`src/rtl/rlcf_pkg.sv`:
```
// Shared types and constants for the linear RGB color fade block.
package rlcf_pkg;

	localparam int COLOR_W   = 8;
	localparam int TIME_W    = 16;
	localparam int DUR_W     = 20;
	localparam int POS_W     = 8;
	localparam int LEN_SHIFT = 4;
	localparam int CNT_W     = $clog2(POS_W);
	localparam int NCH       = 3;

	typedef enum logic [1:0] {
		KIND_SET   = 2'd0,
		KIND_START = 2'd1,
		KIND_READ  = 2'd2
	} kind_t;

	typedef enum logic [1:0] {
		PH_IDLE    = 2'd0,
		PH_PENDING = 2'd1,
		PH_FADING  = 2'd2
	} phase_t;

	typedef enum logic [2:0] {
		S_IDLE,
		S_EXEC,
		S_DIV,
		S_BLEND,
		S_PUSH_BASE,
		S_PUSH_MIX
	} state_t;

	typedef struct packed {
		logic load;
		logic exec;
		logic div_step;
		logic blend;
		logic push;
		logic mix;
	} dp_cmd_t;

	typedef struct packed {
		logic need_div;
	} dp_sts_t;

endpackage

```
`src/rtl/rlcf_dp.sv`:
```
// Datapath: fade state, request latch, bit-serial position divider, blend and result register.
module rlcf_dp #(
	parameter int MAX_DURATION_MS = 65535
) (
	input  logic                            clk,
	input  logic                            arst_n,
	input  rlcf_pkg::dp_cmd_t               cmd,
	output rlcf_pkg::dp_sts_t               sts,
	input  logic [1:0]                      kind,
	input  logic [rlcf_pkg::COLOR_W-1:0]    red,
	input  logic [rlcf_pkg::COLOR_W-1:0]    green,
	input  logic [rlcf_pkg::COLOR_W-1:0]    blue,
	input  logic [rlcf_pkg::DUR_W-1:0]      fade_ms,
	input  logic [rlcf_pkg::TIME_W-1:0]     now_16ms,
	output logic [rlcf_pkg::COLOR_W-1:0]    out_red,
	output logic [rlcf_pkg::COLOR_W-1:0]    out_green,
	output logic [rlcf_pkg::COLOR_W-1:0]    out_blue,
	output logic [1:0]                      phase
);
	import rlcf_pkg::*;

	localparam int LEN_W = $clog2((MAX_DURATION_MS >> LEN_SHIFT) + 1);
	localparam logic [DUR_W-1:0] MAX_D = DUR_W'(MAX_DURATION_MS);

	// fade state
	logic [NCH-1:0][COLOR_W-1:0] base_q, goal_q;
	logic [LEN_W-1:0]            len_q;
	logic [TIME_W-1:0]           start_q;
	phase_t                      phase_q;

	// request latch
	logic [1:0]                  kind_q;
	logic [NCH-1:0][COLOR_W-1:0] rgb_q;
	logic [DUR_W-1:0]            dur_q;
	logic [TIME_W-1:0]           now_q;

	// divider and blend
	logic [LEN_W-1:0]            rem_q;
	logic [POS_W-1:0]            quo_q;
	logic [NCH-1:0][COLOR_W-1:0] mix_q;

	// result register
	logic [NCH-1:0][COLOR_W-1:0] res_q;
	logic [1:0]                  res_phase_q;

	logic [TIME_W-1:0]           elapsed;
	logic                        colors_eq;
	logic [DUR_W-1:0]            dsat;
	logic [LEN_W-1:0]            len_nxt;
	logic [LEN_W:0]              rem_dbl;
	logic                        rem_ge;
	logic [LEN_W-1:0]            rem_nxt;
	logic [NCH-1:0][COLOR_W-1:0] mix;
	logic signed [COLOR_W:0]     diff   [NCH];
	logic signed [2*COLOR_W+1:0] prod   [NCH];
	logic signed [2*COLOR_W+1:0] stepv  [NCH];

	assign elapsed   = now_q - start_q;
	assign colors_eq = (base_q == goal_q);
	assign dsat      = (dur_q > MAX_D) ? MAX_D : dur_q;
	assign len_nxt   = LEN_W'(dsat >> LEN_SHIFT);

	assign sts.need_div = (kind_q == KIND_READ) && (phase_q == PH_FADING) &&
		(now_q != start_q) && (elapsed < TIME_W'(len_q));

	assign rem_dbl = {rem_q, 1'b0};
	assign rem_ge  = (rem_dbl >= {1'b0, len_q});
	assign rem_nxt = rem_ge ? LEN_W'(rem_dbl - {1'b0, len_q}) : LEN_W'(rem_dbl);

	// base + floor((goal - base) * pos / 256)
	always_comb begin
		for (int i = 0; i < NCH; i++) begin
			diff[i]  = $signed({1'b0, goal_q[i]}) - $signed({1'b0, base_q[i]});
			prod[i]  = diff[i] * $signed({1'b0, quo_q});
			stepv[i] = prod[i] >>> POS_W;
			mix[i]   = base_q[i] + stepv[i][COLOR_W-1:0];
		end
	end

	always_ff @(posedge clk or negedge arst_n) begin
		if (!arst_n) begin
			base_q  <= '0;
			goal_q  <= '0;
			len_q   <= '0;
			start_q <= '0;
			phase_q <= PH_IDLE;
		end else if (cmd.exec) begin
			case (kind_q)
				KIND_SET: begin
					goal_q <= rgb_q;
					if (rgb_q == base_q) begin
						phase_q <= PH_IDLE;
					end else if (phase_q != PH_FADING) begin
						phase_q <= PH_PENDING;
					end
				end
				KIND_START: begin
					if (colors_eq) begin
						phase_q <= PH_IDLE;
					end else if (dur_q == '0) begin
						base_q  <= goal_q;
						phase_q <= PH_IDLE;
					end else begin
						len_q   <= len_nxt;
						start_q <= now_q;
						phase_q <= PH_FADING;
					end
				end
				KIND_READ: begin
					// fade over: elapsed reached the length
					if (phase_q == PH_FADING && now_q != start_q && !sts.need_div) begin
						base_q  <= goal_q;
						phase_q <= PH_IDLE;
					end
				end
				default: begin
				end
			endcase
		end
	end

	always_ff @(posedge clk) begin
		if (cmd.load) begin
			kind_q <= kind;
			rgb_q  <= {blue, green, red};
			dur_q  <= fade_ms;
			now_q  <= now_16ms;
		end
		if (cmd.exec) begin
			rem_q <= LEN_W'(elapsed);
			quo_q <= '0;
		end
		if (cmd.div_step) begin
			rem_q <= rem_nxt;
			quo_q <= {quo_q[POS_W-2:0], rem_ge};
		end
		if (cmd.blend) begin
			mix_q <= mix;
		end
		if (cmd.push) begin
			res_q       <= cmd.mix ? mix_q : base_q;
			res_phase_q <= phase_q;
		end
	end

	assign out_red   = res_q[0];
	assign out_green = res_q[1];
	assign out_blue  = res_q[2];
	assign phase     = res_phase_q;

	a_mix_fading: assert property (@(posedge clk) disable iff (!arst_n)
		(cmd.push && cmd.mix) |-> (phase_q == PH_FADING))
		else $error("blended result outside a fade");

	a_div_keeps_state: assert property (@(posedge clk) disable iff (!arst_n)
		(cmd.exec && sts.need_div) |=> (phase_q == PH_FADING && $stable(base_q)))
		else $error("state changed on a blended read");

	a_rem_bound: assert property (@(posedge clk) disable iff (!arst_n)
		cmd.div_step |=> (rem_q < len_q))
		else $error("divider remainder out of range");

endmodule

```
`src/rtl/rlcf_ctrl.sv`:
```
// Controller: request sequencing, divider step count and result handshake.
module rlcf_ctrl (
	input  logic                clk,
	input  logic                arst_n,
	input  logic                req_valid,
	output logic                req_stall,
	output logic                rsp_valid,
	input  logic                rsp_stall,
	output rlcf_pkg::dp_cmd_t   cmd,
	input  rlcf_pkg::dp_sts_t   sts
);
	import rlcf_pkg::*;

	state_t           state_q, state_nxt;
	logic [CNT_W-1:0] cnt_q;
	logic             out_valid_q;
	logic             out_free;

	assign out_free  = !out_valid_q || !rsp_stall;
	assign req_stall = (state_q != S_IDLE);
	assign rsp_valid = out_valid_q;

	always_ff @(posedge clk or negedge arst_n) begin
		if (!arst_n) begin
			state_q     <= S_IDLE;
			cnt_q       <= '0;
			out_valid_q <= 1'b0;
		end else begin
			state_q <= state_nxt;
			if (state_q == S_DIV) begin
				cnt_q <= cnt_q + 1'b1;
			end else begin
				cnt_q <= '0;
			end
			if (cmd.push) begin
				out_valid_q <= 1'b1;
			end else if (!rsp_stall) begin
				out_valid_q <= 1'b0;
			end
		end
	end

	always_comb begin
		state_nxt = state_q;
		cmd       = '0;
		case (state_q)
			S_IDLE: begin
				if (req_valid) begin
					cmd.load  = 1'b1;
					state_nxt = S_EXEC;
				end
			end
			S_EXEC: begin
				cmd.exec  = 1'b1;
				state_nxt = sts.need_div ? S_DIV : S_PUSH_BASE;
			end
			S_DIV: begin
				cmd.div_step = 1'b1;
				if (cnt_q == CNT_W'(POS_W - 1)) begin
					state_nxt = S_BLEND;
				end
			end
			S_BLEND: begin
				cmd.blend = 1'b1;
				state_nxt = S_PUSH_MIX;
			end
			S_PUSH_BASE: begin
				if (out_free) begin
					cmd.push  = 1'b1;
					state_nxt = S_IDLE;
				end
			end
			S_PUSH_MIX: begin
				if (out_free) begin
					cmd.push  = 1'b1;
					cmd.mix   = 1'b1;
					state_nxt = S_IDLE;
				end
			end
			default: begin
				state_nxt = S_IDLE;
			end
		endcase
	end

	a_div_entry: assert property (@(posedge clk) disable iff (!arst_n)
		(state_q == S_EXEC && sts.need_div) |=> (state_q == S_DIV && cnt_q == '0))
		else $error("divider not started");

	a_div_length: assert property (@(posedge clk) disable iff (!arst_n)
		(state_q == S_BLEND) |-> ($past(state_q) == S_DIV &&
		$past(cnt_q) == CNT_W'(POS_W - 1)))
		else $error("blend without a full division");

	a_no_overwrite: assert property (@(posedge clk) disable iff (!arst_n)
		cmd.push |-> (!out_valid_q || !rsp_stall))
		else $error("result overwritten while held");

endmodule

```
`src/rtl/rgb_linear_color_fade.sv`:
```
// Top level of the linear RGB color fade block.
//
//  channel  | handshake             | payload
//  request  | req_valid, req_stall  | kind, red, green, blue, fade_ms, now_16ms
//  result   | rsp_valid, rsp_stall  | out_red, out_green, out_blue, phase
//
// A request runs from accept through exec and push to the result; for a read in mid fade
// an 8-step restoring divider forms the position one bit per cycle before the blend.
// One request is in work at a time; a finished result sits in the output register
// and the next request is accepted while it waits.
// A stalled result holds; a new result waits until the held one is taken.
// Reset clears the fade state to black, idle.
module rgb_linear_color_fade #(
	parameter int MAX_DURATION_MS = 65535
) (
	input  logic                            clk,
	input  logic                            arst_n,
	input  logic                            req_valid,
	output logic                            req_stall,
	input  logic [1:0]                      kind,
	input  logic [rlcf_pkg::COLOR_W-1:0]    red,
	input  logic [rlcf_pkg::COLOR_W-1:0]    green,
	input  logic [rlcf_pkg::COLOR_W-1:0]    blue,
	input  logic [rlcf_pkg::DUR_W-1:0]      fade_ms,
	input  logic [rlcf_pkg::TIME_W-1:0]     now_16ms,
	output logic                            rsp_valid,
	input  logic                            rsp_stall,
	output logic [rlcf_pkg::COLOR_W-1:0]    out_red,
	output logic [rlcf_pkg::COLOR_W-1:0]    out_green,
	output logic [rlcf_pkg::COLOR_W-1:0]    out_blue,
	output logic [1:0]                      phase
);
	import rlcf_pkg::*;

	dp_cmd_t cmd;
	dp_sts_t sts;

	rlcf_ctrl u_ctrl (
		.clk       (clk),
		.arst_n    (arst_n),
		.req_valid (req_valid),
		.req_stall (req_stall),
		.rsp_valid (rsp_valid),
		.rsp_stall (rsp_stall),
		.cmd       (cmd),
		.sts       (sts)
	);

	rlcf_dp #(
		.MAX_DURATION_MS (MAX_DURATION_MS)
	) u_dp (
		.clk         (clk),
		.arst_n      (arst_n),
		.cmd         (cmd),
		.sts         (sts),
		.kind        (kind),
		.red         (red),
		.green       (green),
		.blue        (blue),
		.fade_ms     (fade_ms),
		.now_16ms    (now_16ms),
		.out_red     (out_red),
		.out_green   (out_green),
		.out_blue    (out_blue),
		.phase       (phase)
	);

endmodule
```
`config.mk`:
```
export PLATFORM = sky130hd
export DESIGN_NAME = rgb_linear_color_fade
export DESIGN_NICKNAME = d
export VERILOG_FILES = /design/src/rtl/rlcf_pkg.sv /design/src/rtl/rlcf_dp.sv /design/src/rtl/rlcf_ctrl.sv /design/src/rtl/rgb_linear_color_fade.sv
export SDC_FILE = /design/constraint.sdc
export NUM_CORES = 1
export LEC_CHECK = 0
export BUFFER_PORTS_ARGS = -buffer_cell sky130_fd_sc_hd__buf_2
export CORE_MARGIN = 4
export CORE_UTILIZATION = 65
export DETAILED_ROUTE_END_ITERATION = 16
export GPL_TIMING_DRIVEN = 0
export PLACE_DENSITY = 0.86
export REMOVE_ABC_BUFFERS = 1
export SYNTH_ARGS = -nofsm -noshare
export SYNTH_HDL_FRONTEND = slang
export SYNTH_SLANG_ARGS = --single-unit
```
`constraint.sdc`:
```
create_clock -name clk -period 11.45 [get_ports clk]
set_input_delay 0 -clock clk [delete_from_list [all_inputs] [get_ports clk]]
set_output_delay 0 -clock clk [all_outputs]
set_load 0.01 [all_outputs]
```
# Word-level counts from Yosys, hierarchy flattened
# Cells that the tools add are included.
# totals
register_bits	217
in_bits	66
output_inout_bits	28
elab_cells	121
# op_classes
n_addsub	9
multipliers	3
n_lt_le_gt_ge	3
n_eq_ne	21
mux	34
n_bitwise	2
n_reduce_logical	22
# ops
op	count
$mux W24	4
$eq A24 B24 Y1	2
$mul A9 B9 Y16	3
$pmux W24 S2	1
$mux W12	3
$sub A8 B8 Y9	3
$add A8 B8 Y8	3
$gt A20 B16 Y1 const B	1
$logic_not A20 Y1	1
$lt A16 B12 Y1	1
$mux W16	1
$mux W8	2
$ne A16 B16 Y1	1
$sub A16 B16 Y16	1
$mux W3	5
$pmux W3 S5	1
$ge A13 B12 Y1	1
$mux W2	6
$sub A12 B12 Y12	1
$ne A2 B2 Y1 const B	5
$eq A3 B3 Y1 const B	3
$mux W1	9
$reduce_and A4 Y1	2
$eq A3 B2 Y1 const B	2
other kinds (20)	32

# Depth between registers and ports, before layout
# Gate-level depths: netlist (run 1).
# logic_depth
word_depth	8
depth_mapped	31
depth_no_buf	31

# Hierarchy
# A second synthesis (run 1) with hierarchy kept.
# hier_totals
hier_cells	1845
area_unflattened_um2	19097.1
# by_module_without_submodules
mod	instances	cells_each	area_each_um2	seq_area_each_um2
rlcf_dp	1	1811	18724.2	5915.7
rlcf_ctrl	1	34	372.9	175.2

# Least setup slack after synthesis (run 1)
# OpenSTA, ideal clock, no wires.
# synth_path
kind	reg-to-reg
startpoint	reg u_dp.base_q[1] (netlist bit)
endpoint	reg u_dp.mix_q[7] (netlist bit) (data pin)
setup_ns	0.260
t_arrival_ns	6.999
path_slack_ns	4.192
stages_incl_launch_ff	30
n_path_buf	0
synth_period_minus_slack_ns	7.258
cell_sequence	dfrtp_1 -> inv_1 -> ha_1 -> nor2b_1 -> o21ai_0 -> nand2b_1 -> a21o_1 -> a21oi_1 -> o21bai_1 -> a21oi_1 -> mux2_2 -> fa_1 -> inv_1 -> fa_1 -> inv_1 -> fa_1 -> fa_1 -> inv_1 -> ha_1 -> a21o_1 -> a221oi_2 -> o21ai_0 -> or4_1 -> nand2_1 -> xnor2_1 -> ha_1 -> a21oi_1 -> o21ai_0 -> xnor2_1 -> xnor2_1
# synth_lines
element	line	text
start: declaration	rlcf_dp.sv:26	logic [NCH-1:0][COLOR_W-1:0] base_q, goal_q;
start signal: assignment	rlcf_dp.sv:101	base_q <= goal_q;
start signal: assignment	rlcf_dp.sv:112	base_q <= goal_q;
end signal: assignment	rlcf_dp.sv:138	mix_q <= mix;
end: declaration	rlcf_dp.sv:40	logic [NCH-1:0][COLOR_W-1:0] mix_q;

==> results of run 1 <==
## placed cells by master, fill, tap and decap left out, drive strengths merged, types with 15 or more instances in the layout
| master | instances |
|---|---|
| and2 | 67 |
| nor2 | 49 |
| o21ai | 34 |
| xnor2 | 77 |
| nor2b | 35 |
| xor2 | 43 |
| dlygate4sd3 | 65 |
| nor3 | 28 |
| nand3 | 15 |
| mux2 | 94 |
| buf | 103 |
| a21o | 28 |
| fa | 170 |
| a21oi | 86 |
| inv | 326 |
| clkbuf | 31 |
| nand2b | 47 |
| mux2i | 16 |
| nand2 | 168 |
| ha | 172 |
| edfxtp | 132 |
| dfrtp | 85 |
## cell families (layout without fill, tap and decap cells)
group	Yosys count	after routing
simple gates	466	466
buf+inv	371	536
fa+ha+maj	342	342
flops	217	217
compound gates	208	208
xor+xnor	120	120
mux	110	110
## final timing paths
path,end,slack (ns),cells after the start
worst max-delay path,u_dp.mix_q[7]$_DFFE_PP_,3.13,29
worst min-delay path,u_dp.len_q[0]$_DFFE_PN0P_,0.05,2
worst max register to register,u_dp.mix_q[7]$_DFFE_PP_,3.13,29
worst min register to register,u_ctrl.cnt_q[0]$_DFF_PN0_,0.44,1
max in group asynchronous,u_dp.goal_q[12]$_DFFE_PN0P_,10.72,3
min in group clk,u_dp.rgb_q[19]$_DFFE_PP_,0.16,2
## layout make-up
| class | instances | area, um2 | share of cell area |
|---|---|---|---|
| clock buffers | 31 | 646.9 | 0.03005 |
| clock inverters | 13 | 163.9 | 0.007614 |
| inverters | 324 | 1216 | 0.05649 |
| multi-input cells | 1246 | 11640 | 0.5406 |
| flip-flops and latches | 217 | 6091 | 0.2829 |
| well taps | 384 | 480.5 | 0.02232 |
| repair buffers | 168 | 1292 | 0.06004 |
## stage by stage
step / utilization / instances / setup slack [ns] / hold WS (ns)
3_5_place_dp: 0.6953 / 2274 / 3.183 / 0.05626
5_1_grt: 0.7460 / 2383 / 2.704 / 0.1054
6_report: 0.7460 / 2383 / 3.134 / 0.04651
4_1_cts: 0.7459 / 2383 / 3.138 / 0.03670
2_1_floorplan: - / 1787 / 4.192 / -0.2956
3_3_place_gp: 0.6880 / 2264 / 3.244 / 0.1760
## worst max-delay path: cells and delay by family, from the launching register on
family | cells | cell delay (ns)
AOI/OAI and AO/OA | 10 | 2.65
xor gates and xnor gates | 3 | 0.43
adders and majority gates | 7 | 2.91
buffers and inverters | 4 | 0.27
DFF | 1 | 0.45
muxes | 1 | 0.43
and+or+nand+nor | 4 | 0.89
## layer usage
layer | routed length, um | global-route usage | vias up | part of all wire
met5 | 0 | 0 | - | 0
met3 | 3323 | 0.05901 | 165 | 0.072
met1 | 17690 | 0.3604 | 6825 | 0.39
met4 | 2341 | 0.1250 | 0 | 0.051
li1 | - | - | 6286 | -
met2 | 22550 | 0.4973 | 581 | 0.49
## registers in the layout (all words and copies together) (netlist names), 12 cells and up
| name | cells |
|---|---|
| u_dp.base_q | 24 |
| u_dp.goal_q | 24 |
| u_dp.mix_q | 24 |
| u_dp.rgb_q | 24 |
| u_dp.dur_q | 20 |
| u_dp.now_q | 16 |
| u_dp.start_q | 16 |
| u_dp.len_q | 12 |
| u_dp.rem_q | 12 |
==> metrics.txt, run 1 <==
grt ovf=0; worst setup path startpoint=u_dp.base_q[1]$_DFFE_PN0P_; max incr delay on CP=0.77 ns; final setup TNS=0 ns; port bufs=93; final instance area=21530 um2; Crit-path slowest cell=a21oi_1; Cell Area, Synth=19100 um2; Post-Syn Area per Cell=10.42 um2; Slew @ Worst Pin=1.239 ns; ys flop type=edfxtp_1; Hold Path Class=in -> async; IO Pins=94; Tcrit/Tclk final=0.7263; Starting DRT DRC Count=954; CTS Buffer Depth=3; top cells by area, synth=edfxtp_1 21%, fa_1 18%, ha_1 11%; sequential share of the synthesized area=0.3188; Syn. warnings=0; clk_lat worst skew=0.55 ns; fill count=1799; kind of critical path=reg -> reg; Pre-antenna DRT Iters=5; Pins Over Slew Limit=0; total setup buffers inserted after CTS=0; largest net degree at the start of global routing=45; die area=32200 um2; Max Clk Rate=0.1202 GHz; drt via density=5.815; CP Data Required Time=11.74 ns; synthesis-to-layout area growth=12.69%; crit-path max FO=8; initial antenna violation count=0; simple-gate share of the synthesized area=0.1244; Synth top area share=0.2075; CP endpoint kind=flip-flop; Core Box Area=28860 um2; Inserted Clock Buffers=24; detailed placement HPWL=32020 um; DIE HEIGHT=179.4 um; number of synthesized flops with an enable pin=132; unrepaired setup endpoints after global routing=false; number of max-cap violations=0; run status=finished clean; share of synthesized registers carrying an async set or reset=0.3917; Worst-path clk slew=0.07 ns; Fin Clk Skew=0.01693 ns; register bit total from synthesis=217; # diodes=0; Hold Fails Final Rpt=0; Post-Synth XOR/XNOR Area=0.05501; Post-Route WL=45910 um; largest family of logic cells by synthesized area=adder cells; dpl cell area=20060 um2; Synth top cells by count=324 x inv_1, 172 x ha_1, 170 x fa_1; WL/cell=19.27 um; Root Driver=clkbuf_16; vias in the first global route=15.09k; worst reg2reg startpoint=u_dp.base_q[1]$_DFFE_PN0P_; final net count=2389; first-pass GRT wire length=77200 um; Distinct cells, synth=65; CTS tree=yes; Slew HR=0.1741; GRT Util Overall=0.2905; clock sink count=217; Synth Area in Compound Gates=0.06995; DRC=0; Arrival @ worst endpoint=8.60 ns; CTS H-tree depth=1; Gate Count Post-Synth=1834; final setup fails=0; Tmin final=8.316 ns; CTS Hold Buffers Added=65; # rows=62; mux contribution to synthesized area=0.06713; crit path launch type=flip-flop; post-CTS sizing=0; layout cells sized above 1=0.1271; initial core utilization=0.6620; area leader, netlist=edfxtp_1; adder-cell share of the synthesized area=0.2908; via count=13.86k; Chip Width=179.4 um; Placer Congestion=0.8917; count leader, synth=inv_1; Final ANT Viol Nets=0
Power of run 1 is left out: the tool's default activity adds up to more than one toggle a clock period on the data nets, which glitch-free logic cannot reach.
==> run 2: changes to the inputs <==
--- a/config.mk
+++ b/config.mk
@@ -5,12 +5,13 @@
 export SDC_FILE = /design/constraint.sdc
 export NUM_CORES = 1
 export LEC_CHECK = 0
+export ABC_AREA = 1
 export BUFFER_PORTS_ARGS = -buffer_cell sky130_fd_sc_hd__buf_2
 export CORE_MARGIN = 4
-export CORE_UTILIZATION = 65
+export CORE_UTILIZATION = 64
 export DETAILED_ROUTE_END_ITERATION = 16
 export GPL_TIMING_DRIVEN = 0
-export PLACE_DENSITY = 0.86
+export PLACE_DENSITY = 0.85
 export REMOVE_ABC_BUFFERS = 1
 export SYNTH_ARGS = -nofsm -noshare
 export SYNTH_HDL_FRONTEND = slang
==> constraint.sdc (replaced) <==
create_clock -name clk -period 7.9 [get_ports clk]
set_input_delay 0 -clock clk [delete_from_list [all_inputs] [get_ports clk]]
set_output_delay 0 -clock clk [all_outputs]
set_load 0.01 [all_outputs]
==> run 2 against run 1 <==
  * Non-clock buffer count is 4 higher
  * Sequential share of layout area is 0.13 points lower
  * Critical path type unchanged
  * Fmax is 10% higher
==> metrics.txt, run 2 <==
worst reg2reg startpoint=u_dp.base_q[2]$_DFFE_PN0P_; CP endpoint kind=flip-flop; Crit path buffers/inverters=6; clock sink count=217; Inserted Clock Buffers=24; Worst-path clk slew=0.06 ns; run status=finished clean; Pins Over Slew Limit=0; DRC=0; Crit-path slowest cell=fa_1; initial antenna violation count=0; count leader, synth=nand2_1; Synth top cells by count=471 x nand2_1, 463 x inv_1, 185 x nor2_1; Tmin final=7.529 ns; final net count=2776; GR peak layer=met2; Synth top area share=0.2073; IO Pins=94; most frequent cells in the layout=469 x nand2_1, 460 x inv_1, 183 x nor2_1; crit path launch type=flip-flop; most common cell after layout, fill and taps aside=nand2_1; Arrival @ worst endpoint=7.79 ns; Post-Layout Cell Count=2777; ys flop type=edfxtp_1; max incr delay on CP=0.53 ns; worst slack at placement=0.4039 ns; met3 Use GR=0.03765; CP top delay family=adder cells; Post-Syn Area per Cell=8.627 um2; DIE HEIGHT=180.8 um; port bufs=93; CP Depth=40; GRT Util Overall=0.2956; crit path capture=u_dp.mix_q[7]$_DFFE_PP_; largest net degree at the start of global routing=55; CTS Buffer Depth=3; share of synthesized registers carrying an async set or reset=0.3917; worst r2r dst=u_dp.mix_q[7]$_DFFE_PP_; Chip Width=180.8 um; top cells by area, synth=edfxtp_1 21%, fa_1 18%, ha_1 11%; clk_lat worst skew=0.52 ns; kind of critical path=reg -> reg; Worst Reg-to-Reg Cells=40; CP Data Required Time=8.16 ns; Gate Count Post-Synth=2216; Core Box Area=29560 um2; GR Util met1=0.3764; Root Driver=clkbuf_16; Hold Path Class=in -> reg; setup slack after layout=0.3709 ns; Slew @ Worst Pin=1.322 ns; Slew HR=0.1157; R2R Setup Slk=0.37 ns; Distinct cells, synth=50; vias in the first global route=16.34k; placed insts=2661; Post-Route WL=48320 um; crit-path max FO=5; Tcrit/Tclk final=0.9530; initial core utilization=0.6468; Max Clk Rate=0.1328 GHz; layout cells sized above 1=0.08676; # rows=63; detailed placement HPWL=34400 um; Pre-antenna DRT Iters=7; via count=15.71k; unrepaired setup endpoints after global routing=true; first-pass GRT wire length=79630 um; met2 GRT Util=0.5165; WHS=0.1861 ns; number of synthesized flops with an enable pin=132; Placer Congestion=0.8780; die area=32700 um2; CTS tree=yes; Hold Fails Final Rpt=0; Syn. warnings=0; grt ovf=0; most frequent CP cell=nand2_1; area leader, netlist=edfxtp_1; worst setup path startpoint=u_dp.base_q[2]$_DFFE_PN0P_; Fin Clk Skew=0.01210 ns; final setup fails=0; Cell Area, Synth=19120 um2; WL/cell=17.40 um; CTS H-tree depth=1; synthesis-to-layout area growth=13.13%; Starting DRT DRC Count=1624; drt via density=5.658; Final ANT Viol Nets=0; sequential share of the synthesized area=0.3186; register bit total from synthesis=217; number of max-cap violations=0
[run 2: changes by cell type in the layout (fill, tap and decap cells not counted), moves of 45 or more]
cell	change
nand2_1	+303
inv_1	+136
nor2_1	+136
nand3_1	+84
and2_1	-66
mux2_2	-64
nand2b_1	-47
o21ai_0	+45
[run 2: kinds of logic (layout without fill, tap and decap cells)]
logic type               count (synthesis)  after routing  share of synthesized area
AO/OA/AOI/OAI                          208            208                    0.05890
other                                    0              1                          0
AND/OR/NAND/NOR                        831            831                     0.1807
XOR/XNOR                                89             89                    0.04077
flip-flops                             217            217                     0.3186
multiplexers                            13             13                   0.007657
adder cells (fa/ha/maj)                342            342                     0.2906
buffers and inverters                  516            686                     0.1028
[run 2: routing by layer]
| metal | part of all wire | up-vias |
|---|---|---|
| met4 | 0.043 | 0 |
| met2 | 0.50 | 755 |
| met1 | 0.38 | 7592 |
| met3 | 0.072 | 150 |
| met5 | 0 | - |
| li1 | - | 7215 |
[run 2: worst min-delay path by stage]
| stage | slack (ns) | depth (start not counted) | startpoint | end |
|---|---|---|---|---|
| 3_5_place_dp | -0.02 | 1 | arst_n | u_dp.start_q[9]$_DFFE_PN0P_ |
| 4_1_cts | 0.17 | 2 | now_16ms[3] | u_dp.now_q[3]$_DFFE_PP_ |
| 3_3_place_gp | 0.18 | 1 | fade_ms[16] | u_dp.dur_q[16]$_DFFE_PP_ |
| 5_1_grt | 0.18 | 2 | fade_ms[15] | u_dp.dur_q[15]$_DFFE_PP_ |
| 6_report | 0.19 | 2 | now_16ms[0] | u_dp.now_q[0]$_DFFE_PP_ |
| 2_1_floorplan | -0.30 | 0 | arst_n | u_ctrl.cnt_q[0]$_DFF_PN0_ |
[run 2: worst reg2reg max path, delay by kind of cell (launching register included)]
| family | cells | cell delay (ns) |
|---|---|---|
| and+or+nand+nor | 16 | 1.37 |
| buffers and inverters | 6 | 0.50 |
| DFF | 1 | 0.43 |
| xor gates and xnor gates | 1 | 0.23 |
| AOI/OAI and AO/OA | 10 | 1.70 |
| adders and majority gates | 7 | 3.05 |
[run 2: what timing repair did]
action,in CTS,in global routing
setup endpoints to repair,0,4
endpoints found under the hold margin,159,0
setup buffers,0,3
hold buffers,67,0
gates resized for setup,0,14
[run 2: cell type report]
class / count / area [um2]
fill: 2000 / 7931
tap: 390 / 488.0
sequential: 217 / 6092
clock inverter: 9 / 82.58
clock buffer: 35 / 715.7
antenna: 1 / 2.502
multi-input combinational: 1483 / 11130
inverter: 470 / 1764
timing repair buffer: 172 / 1350
[run 2: metrics by stage]
step | instance area (um2) | TNS, ns | util
after floorplan | 18920 | 0 | -
after global placement | 19870 | 0 | 0.6722
after detailed placement | 20050 | 0 | 0.6783
after CTS | 21530 | 0 | 0.7284
after global routing | 21630 | -0.1467 | 0.7316
final | 21630 | 0 | 0.7317
Power of run 2 is left out for the same reason.
